`src/hw/rtl/rc5_pkg.sv`:
```
`timescale 1ns / 1ps
`default_nettype none
package rc5_pkg;

	localparam logic [31:0] MAGIC_P = 32'hb7e15163;
	localparam logic [31:0] MAGIC_Q = 32'h9e3779b9;
	localparam int KEY_WORDS = 4;
	localparam logic [4:0] MIX_ROT = 5'd3;

	localparam logic [1:0] OP_ENC = 2'd0;
	localparam logic [1:0] OP_DEC = 2'd1;
	localparam logic [1:0] OP_EXPAND = 2'd2;
	localparam logic [1:0] OP_NONE = 2'd3;

	localparam logic [1:0] REG_KEY_LOW = 2'd0;
	localparam logic [1:0] REG_KEY_HIGH = 2'd1;

	// Per-cell control of a ring of storage cells.
	typedef struct packed {
		logic ld;
		logic fwd;
		logic bwd;
	} cell_ctl_t;

	function automatic logic [31:0] rotl32(input logic [31:0] x, input logic [4:0] n);
		logic [63:0] t;
		t = {x, x} << n;
		return t[63:32];
	endfunction

	function automatic logic [31:0] rotr32(input logic [31:0] x, input logic [4:0] n);
		logic [63:0] t;
		t = {x, x} >> n;
		return t[31:0];
	endfunction

endpackage
`default_nettype wire

```
`src/hw/rtl/rc5_block_cipher_top.sv`:
```
`timescale 1ns / 1ps
`default_nettype none
// Channel   | Direction | Handshake                   | Payload
// command   | in        | start, busy                 | opcode, word_a, word_b
// result    | out       | done (one-cycle strobe)     | out_a, out_b, status
// key write | in        | cfg_valid, cfg_ready        | cfg_index, cfg_data
//
// Encrypt and decrypt run one round per cycle, paced by the round logic reading
// one subkey pair cell per cycle. Key expansion seeds the ring pair by pair,
// then mixes one subkey word per cycle over three mixing passes.
// Errors and the unused opcode answer in the cycle after start.
// arst_n clears control state and the key registers; the subkey ring has no
// reset. The result word is shown for one cycle and cannot be stalled.
module rc5_block_cipher_top #(
	parameter int ROUNDS = 12
) (
	input wire logic clk,
	input wire logic arst_n,
	input wire logic start,
	output logic busy,
	input wire logic [1:0] opcode,
	input wire logic [31:0] word_a,
	input wire logic [31:0] word_b,
	output logic done,
	output logic [31:0] out_a,
	output logic [31:0] out_b,
	output logic status,
	input wire logic cfg_valid,
	output logic cfg_ready,
	input wire logic [1:0] cfg_index,
	input wire logic [63:0] cfg_data
);

	// The subkey table lives in a ring of N cells, each holding the pair
	// S[2r] (low half) and S[2r+1] (high half).
	localparam int N = ROUNDS + 1;
	localparam int MIX_STEPS = 6 * N;
	localparam int CW = $clog2(MIX_STEPS);
	localparam logic [CW-1:0] LAST_PAIR = CW'(N - 1);
	localparam logic [CW-1:0] LAST_MIX = CW'(MIX_STEPS - 1);

	localparam logic [2:0] ST_IDLE = 3'd0;
	localparam logic [2:0] ST_ENC = 3'd1;
	localparam logic [2:0] ST_DEC = 3'd2;
	localparam logic [2:0] ST_SEED = 3'd3;
	localparam logic [2:0] ST_MIX = 3'd4;

	logic [2:0] state_q;
	logic [CW-1:0] cnt_q;
	logic [31:0] a_q, b_q, v_q;
	logic [63:0] key_low_q, key_high_q;
	logic table_ready_q;
	logic done_q, status_q;
	logic [31:0] out_a_q, out_b_q;

	logic [63:0] sq [N];
	logic [31:0] lq [rc5_pkg::KEY_WORDS];
	rc5_pkg::cell_ctl_t s_ctl, l_ctl;
	logic s_ld;
	logic [63:0] s_tail_in, s_ld_d;

	logic [63:0] head, tail;
	logic [31:0] enc_a, enc_b, dec_a, dec_b;
	logic [31:0] mix_sel, mix_a, mix_ab, mix_b;
	logic accept;

	assign head = sq[0];
	assign tail = sq[N-1];
	assign accept = start && !busy;
	assign busy = (state_q != ST_IDLE);
	assign cfg_ready = 1'b1;

	// Round datapath: encryption reads the head pair, decryption the tail; key mixing also reads the head.
	always_comb begin
		enc_a = rc5_pkg::rotl32(a_q ^ b_q, b_q[4:0]) + head[31:0];
		enc_b = rc5_pkg::rotl32(b_q ^ enc_a, enc_a[4:0]) + head[63:32];
		dec_b = rc5_pkg::rotr32(b_q - tail[63:32], a_q[4:0]) ^ a_q;
		dec_a = rc5_pkg::rotr32(a_q - tail[31:0], dec_b[4:0]) ^ dec_b;
		mix_sel = cnt_q[0] ? head[63:32] : head[31:0];
		mix_a = rc5_pkg::rotl32(mix_sel + a_q + b_q, rc5_pkg::MIX_ROT);
		mix_ab = mix_a + b_q;
		mix_b = rc5_pkg::rotl32(lq[0] + mix_ab, mix_ab[4:0]);
	end

	// Ring steering. A mixing step on a high half writes the updated pair
	// back through the tail while the ring turns forward.
	always_comb begin
		s_ctl = '0;
		l_ctl = '0;
		s_ld = 1'b0;
		s_ld_d = {head[63:32], mix_a};
		s_tail_in = head;
		unique case (state_q)
			ST_ENC: begin
				s_ctl.fwd = 1'b1;
			end
			ST_DEC: begin
				s_ctl.bwd = 1'b1;
			end
			ST_SEED: begin
				s_ctl.fwd = 1'b1;
				s_tail_in = {v_q + rc5_pkg::MAGIC_Q, v_q};
			end
			ST_MIX: begin
				l_ctl.fwd = 1'b1;
				if (cnt_q[0]) begin
					s_ctl.fwd = 1'b1;
					s_tail_in = {mix_a, head[31:0]};
				end else begin
					s_ld = 1'b1;
				end
			end
			default: begin
				l_ctl.ld = accept && (opcode == rc5_pkg::OP_EXPAND);
			end
		endcase
	end

	for (genvar i = 0; i < N; i++) begin : g_s
		rc5_pkg::cell_ctl_t c;
		always_comb begin
			c = s_ctl;
			c.ld = (i == 0) && s_ld;
		end
		rc5_cell #(.W(64)) u_cell (
			.clk(clk),
			.ctl(c),
			.next_d((i == N - 1) ? s_tail_in : sq[(i + 1) % N]),
			.prev_d(sq[(i + N - 1) % N]),
			.ld_d(s_ld_d),
			.q(sq[i])
		);
	end

	for (genvar j = 0; j < rc5_pkg::KEY_WORDS; j++) begin : g_l
		rc5_cell #(.W(32)) u_cell (
			.clk(clk),
			.ctl(l_ctl),
			.next_d((j == rc5_pkg::KEY_WORDS - 1) ? mix_b : lq[(j + 1) % rc5_pkg::KEY_WORDS]),
			.prev_d(lq[(j + rc5_pkg::KEY_WORDS - 1) % rc5_pkg::KEY_WORDS]),
			.ld_d((j < 2) ? key_low_q[32*(j%2) +: 32] : key_high_q[32*(j%2) +: 32]),
			.q(lq[j])
		);
	end

	// Key registers.
	always_ff @(posedge clk or negedge arst_n) begin
		if (!arst_n) begin
			key_low_q <= '0;
			key_high_q <= '0;
		end else if (cfg_valid && cfg_ready) begin
			if (cfg_index == rc5_pkg::REG_KEY_LOW) begin
				key_low_q <= cfg_data;
			end else if (cfg_index == rc5_pkg::REG_KEY_HIGH) begin
				key_high_q <= cfg_data;
			end
		end
	end

	// Sequencer and result register.
	always_ff @(posedge clk or negedge arst_n) begin
		if (!arst_n) begin
			state_q <= ST_IDLE;
			cnt_q <= '0;
			table_ready_q <= 1'b0;
			done_q <= 1'b0;
		end else begin
			done_q <= 1'b0;
			unique case (state_q)
				ST_IDLE: begin
					cnt_q <= '0;
					if (accept) begin
						if (opcode == rc5_pkg::OP_EXPAND) begin
							state_q <= ST_SEED;
						end else if (opcode == rc5_pkg::OP_NONE || !table_ready_q) begin
							done_q <= 1'b1;
						end else if (opcode == rc5_pkg::OP_ENC) begin
							state_q <= ST_ENC;
						end else begin
							state_q <= ST_DEC;
						end
					end
				end
				ST_ENC, ST_DEC: begin
					cnt_q <= cnt_q + 1'b1;
					if (cnt_q == LAST_PAIR) begin
						state_q <= ST_IDLE;
						done_q <= 1'b1;
					end
				end
				ST_SEED: begin
					cnt_q <= cnt_q + 1'b1;
					if (cnt_q == LAST_PAIR) begin
						state_q <= ST_MIX;
						cnt_q <= '0;
					end
				end
				ST_MIX: begin
					cnt_q <= cnt_q + 1'b1;
					if (cnt_q == LAST_MIX) begin
						state_q <= ST_IDLE;
						table_ready_q <= 1'b1;
						done_q <= 1'b1;
					end
				end
				default: begin
					state_q <= ST_IDLE;
				end
			endcase
		end
	end

	// Working words and result words: block halves while ciphering, the seed value
	// while seeding the ring, the running A and B while mixing the key.
	always_ff @(posedge clk) begin
		unique case (state_q)
			ST_IDLE: begin
				v_q <= rc5_pkg::MAGIC_P;
				out_a_q <= '0;
				out_b_q <= '0;
				status_q <= 1'b0;
				if (opcode == rc5_pkg::OP_ENC || opcode == rc5_pkg::OP_DEC) begin
					a_q <= word_a;
					b_q <= word_b;
					status_q <= !table_ready_q;
				end else begin
					a_q <= '0;
					b_q <= '0;
				end
			end
			ST_ENC: begin
				if (cnt_q == '0) begin
					a_q <= a_q + head[31:0];
					b_q <= b_q + head[63:32];
				end else begin
					a_q <= enc_a;
					b_q <= enc_b;
				end
				out_a_q <= enc_a;
				out_b_q <= enc_b;
			end
			ST_DEC: begin
				a_q <= dec_a;
				b_q <= dec_b;
				out_a_q <= a_q - tail[31:0];
				out_b_q <= b_q - tail[63:32];
			end
			ST_SEED: begin
				v_q <= v_q + rc5_pkg::MAGIC_Q + rc5_pkg::MAGIC_Q;
				out_a_q <= '0;
				out_b_q <= '0;
			end
			ST_MIX: begin
				a_q <= mix_a;
				b_q <= mix_b;
				out_a_q <= '0;
				out_b_q <= '0;
			end
			default: begin
				out_a_q <= '0;
				out_b_q <= '0;
			end
		endcase
	end

	assign done = done_q;
	assign out_a = out_a_q;
	assign out_b = out_b_q;
	assign status = status_q;

endmodule
`default_nettype wire

```
`src/hw/rtl/rc5_cell.sv`:
```
`timescale 1ns / 1ps
`default_nettype none
// One storage cell of a ring: loads, or takes the word of either neighbor.
module rc5_cell #(
	parameter int W = 64
) (
	input wire logic clk,
	input wire rc5_pkg::cell_ctl_t ctl,
	input wire logic [W-1:0] next_d,
	input wire logic [W-1:0] prev_d,
	input wire logic [W-1:0] ld_d,
	output logic [W-1:0] q
);

	logic [W-1:0] word_q;

	always_ff @(posedge clk) begin
		priority if (ctl.ld) begin
			word_q <= ld_d;
		end else if (ctl.fwd) begin
			word_q <= next_d;
		end else if (ctl.bwd) begin
			word_q <= prev_d;
		end
	end

	assign q = word_q;

endmodule
`default_nettype wire

```
`config.mk`:
```
export PLATFORM = sky130hd
export DESIGN_NAME = rc5_block_cipher_top
export DESIGN_NICKNAME = d
export VERILOG_FILES = /design/src/hw/rtl/rc5_pkg.sv /design/src/hw/rtl/rc5_block_cipher_top.sv /design/src/hw/rtl/rc5_cell.sv
export SDC_FILE = /design/constraint.sdc
export NUM_CORES = 2
export LEC_CHECK = 0
export BUFFER_PORTS_ARGS = -buffer_cell sky130_fd_sc_hd__buf_2
export CAP_MARGIN = 20
export CORE_ASPECT_RATIO = 1.2
export CORE_UTILIZATION = 45
export CTS_BUF_LIST = sky130_fd_sc_hd__clkbuf_4 sky130_fd_sc_hd__clkbuf_8 sky130_fd_sc_hd__clkbuf_16
export DETAILED_ROUTE_END_ITERATION = 8
export GPL_TIMING_DRIVEN = 0
export PLACE_DENSITY_LB_ADDON = 0.3
export RECOVER_POWER = 25
export SLEW_MARGIN = 20
export SYNTH_ARGS = -nofsm -noshare
export SYNTH_HDL_FRONTEND = slang
export SYNTH_HIERARCHICAL = 1
export SYNTH_SLANG_ARGS = --single-unit
```
`constraint.sdc`:
```
create_clock -name clk -period 13 [get_ports clk]
set_clock_uncertainty 0.2 [all_clocks]
set_input_delay 0.65 -clock clk [delete_from_list [all_inputs] [get_ports clk]]
set_output_delay 0.65 -clock clk [all_outputs]
set_load 0.02 [all_outputs]
```
==> flow_summary.json <==
{
  "status": "finished, violations left",
  "failed_checks": "DRC, capacitance limit, slew limit",
  "setup_viol": 0,
  "synth.distinct_cells": 126,
  "firstDrtPassIters": 9,
  "slowest_stage": "edfxtp_1",
  "startpoint_type": "flip-flop",
  "synth_top_family_by_area": "multiplexers",
  "end_kind": "flip-flop",
  "min_period_ps": 12680,
  "path_class": "flip-flop to flip-flop",
  "wirelength_mm": 436,
  "place.port_buffers": 202,
  "path_max_fanout": 6,
  "cts.sinks": 1260,
  "gp_congestion": 1.10,
  "path_clk_slew_ps": 70,
  "numCtsBuffers": 137,
  "drtIter0Drc": 12400,
  "reg2reg_from": "b_q[13]",
  "rr_worst_depth": 42,
  "grt_use_total": 0.420,
  "die-area_sq_um": 202000,
  "synth_compound_area_frac": 0.167,
  "drc": 14,
  "worstMarginPinSlew_ps": 4750,
  "layout-drive-gt1-share": 0.125,
  "placed_area_sq_um": 96500,
  "fmax_mhz": 78.8,
  "syn2layout_area_growth_pct": 13.5,
  "ys_seq_elements": 1260,
  "nFillCells": 18000,
  "cts_tree": "built",
  "coreArea_sq_um": 199000,
  "die_h_um": 492,
  "die_width_um": 411,
  "drv_slew": 210,
  "ys_seq_area_frac": 0.405,
  "start_util": 0.454,
  "overflow": 0,
  "synth_cells": 9209,
  "ys_warn_count": 6,
  "rows": 179,
  "grt_pass1_vias": 78000,
  "crit_top_cell": "a21oi_1",
  "netlist_area_sq_um": 90200,
  "synth_ff_type": "edfxtp_1",
  "clockBufferDepth": 3,
  "crit_arrival_ps": 13020,
  "ios": 204,
  "yosys.area_share.simple": 0.114,
  "crit_end": "b_q[24]",
  "async_reset_ff_frac": 0.111,
  "avgSynthCellArea_sq_um": 9.79,
  "reg2reg_to": "b_q[24]",
  "hold_path_class": "input pin to flip-flop",
  "cp.required_ps": 13330,
  "drv_cap": 4,
  "clockRootBuffer": "clkbuf_16",
  "relSlewSlack": -2.17,
  "dp_hpwl_mm": 346,
  "finalCritPeriodShare": 0.976,
  "critical_path.startpoint": "b_q[13]",
  "hold_viol": 0,
  "cpPeakStageDelay_ps": 1160,
  "muxShareOfSynthArea": 0.178,
  "synth_enable_flop_cells": 1056,
  "rsz0062_at_grt": "true",
  "htree_levels": 4,
  "r2r_slack_ps": 320,
  "vias_per_cell": 6.59,
  "final_util": 0.515,
  "antenna_found_initial": 52,
  "wl_per_cell_um": 34.8,
  "vias": 82500,
  "grt_first_pass_wirelength_mm": 600,
  "clk_latency_ps": 880,
  "grt_start_max_net_pins": 91,
  "timing.hold.ws_ps": 62.6,
  "nets": 10300,
  "synthAdderAreaFrac": 0.0526,
  "ant_nets": 0,
  "stdcell_area_sq_um": 102000,
  "yosys.area_share.xor_xnor": 0.0388
}
cells in the mapped netlist, drive strengths merged, types with 30 or more instances:
library cell / count / area share
nand2b: 49 / 0.0034
o21bai: 42 / 0.0035
nand3: 94 / 0.0053
a21oi: 356 / 0.020
a221oi: 38 / 0.0040
nor3: 101 / 0.0059
a222oi: 30 / 0.0033
nor2: 422 / 0.018
or3: 46 / 0.0033
nand2: 1548 / 0.064
mux2i: 1241 / 0.14
dfxtp: 64 / 0.014
o22ai: 44 / 0.0031
mux2: 232 / 0.029
a21o: 112 / 0.0093
xor2: 151 / 0.015
and3: 31 / 0.0022
xnor2: 239 / 0.023
edfxtp: 1056 / 0.35
o21ai: 1290 / 0.072
o21a: 36 / 0.0030
o211ai: 45 / 0.0038
clkbuf: 304 / 0.013
mux4: 43 / 0.011
a31oi: 56 / 0.0041
inv: 171 / 0.0071
a221o: 32 / 0.0036
fa: 40 / 0.0089
a22oi: 44 / 0.0037
a211oi: 62 / 0.0055
dfrtp: 140 / 0.039
ha: 315 / 0.044
buf: 289 / 0.025
per-stage QoR:
stage	TNS, ps	setup slack [ps]	instances
after floorplan	0	313	9248
after global placement	-352140	-6500	12100
after detailed placement	-313280	-5510	12200
after CTS	0	13.0	12500
after global routing	-43.2	-43.2	12500
final	0	317	12500
worst min path at each step:
stage	startpoint	end	slack, ps	depth (start not counted)
after floorplan	arst_n	cnt_q[0]	150	0
after global placement	table_ready_q	table_ready_q	270	1
after detailed placement	key_high_q[35]	key_high_q[35]	290	1
after CTS	word_b[22]	b_q[22]	7	5
after global routing	word_b[22]	b_q[22]	70	5
final	word_b[22]	b_q[22]	60	5
logic make-up (layout without fill, tap and decap cells):
kind of cell	after synthesis	after routing
AOI/OAI and AO/OA	2460	2460
xor gates and xnor gates	393	393
adders and majority gates	355	355
buffers and inverters	770	1400
DFF	1260	1260
muxes	1516	1516
other	2	62
and+or+nand+nor	2453	2453
critical path, delay by kind of cell (launching register included):
kind / cells / cell delay [ps]
AOI/OAI and AO/OA: 20 / 5540
muxes: 6 / 1810
adders and majority gates: 5 / 1650
DFF: 1 / 1160
xor gates and xnor gates: 3 / 1080
and+or+nand+nor: 6 / 720
buffers and inverters: 2 / 140
area by class of cell:
cell class              instances  area [sq um]  area share
well taps                    2624          3280      0.0321
diodes                         21          52.6    0.000513
multi-input cells            7218         50600       0.494
repair buffers                395          3440      0.0336
clock buffers                 182          3810      0.0372
plain buffers                 583          3280      0.0320
clock inverters                63           722     0.00705
flip-flops and latches       1260         36500       0.357
inverters                     177           686     0.00670
layer usage:
layer	vias to the layer above	track usage	wire length, um
met2	5535	0.599	180000
met3	1243	0.132	52600
met4	32	0.319	39300
li1	35100	-	-
met5	-	0	212
met1	40600	0.530	164000
repair_timing:
item / CTS / global route
hold buffers: 79 / 0
endpoints found under the setup margin: 71 / 69
cloned: 0 / 0
setup buffers: 10 / 8
hold endpoints to repair: 281 / 0
resized for setup: 92 / 62
pin swaps: 3 / 9
sequential cells by signal, indices dropped and copies added (netlist names):
register,cells
state_q,3
key_low_q,64
key_high_q,64
cnt_q,7
g_l.u_cell/q,128
out_a,32
out_b,32
g_s.u_cell/q,832
done,1
status,1
v_q,31
b_q,32
a_q,32
table_ready_q,1
cells in the final DEF, fill, tap and decap left out, types with 38 or more instances in the layout:
cell type         n
nand2_1        1546
mux2i_1        1224
edfxtp_1       1056
o21ai_1         921
nor2_1          417
clkbuf_1        376
o21ai_0         354
a21oi_1         333
ha_1            313
buf_2           269
mux2_2          228
xnor2_1         205
inv_1           164
xor2_1          142
dfrtp_1         140
clkbuf_16       137
a21o_1          112
nor3_1           97
nand3_1          93
buf_6            85
dlygate4sd3_1    79
buf_8            67
dfxtp_1          64
a211oi_1         58
a31oi_1          53
nand2b_1         49
clkbuf_4         46
a22oi_1          44
o211ai_1         44
mux4_2           43
o22ai_1          43
o21bai_1         42
conb_1           41
fa_1             38
Power is not shown: default switching activity piles up to over one toggle a cycle in this logic, so the estimate is an artifact.
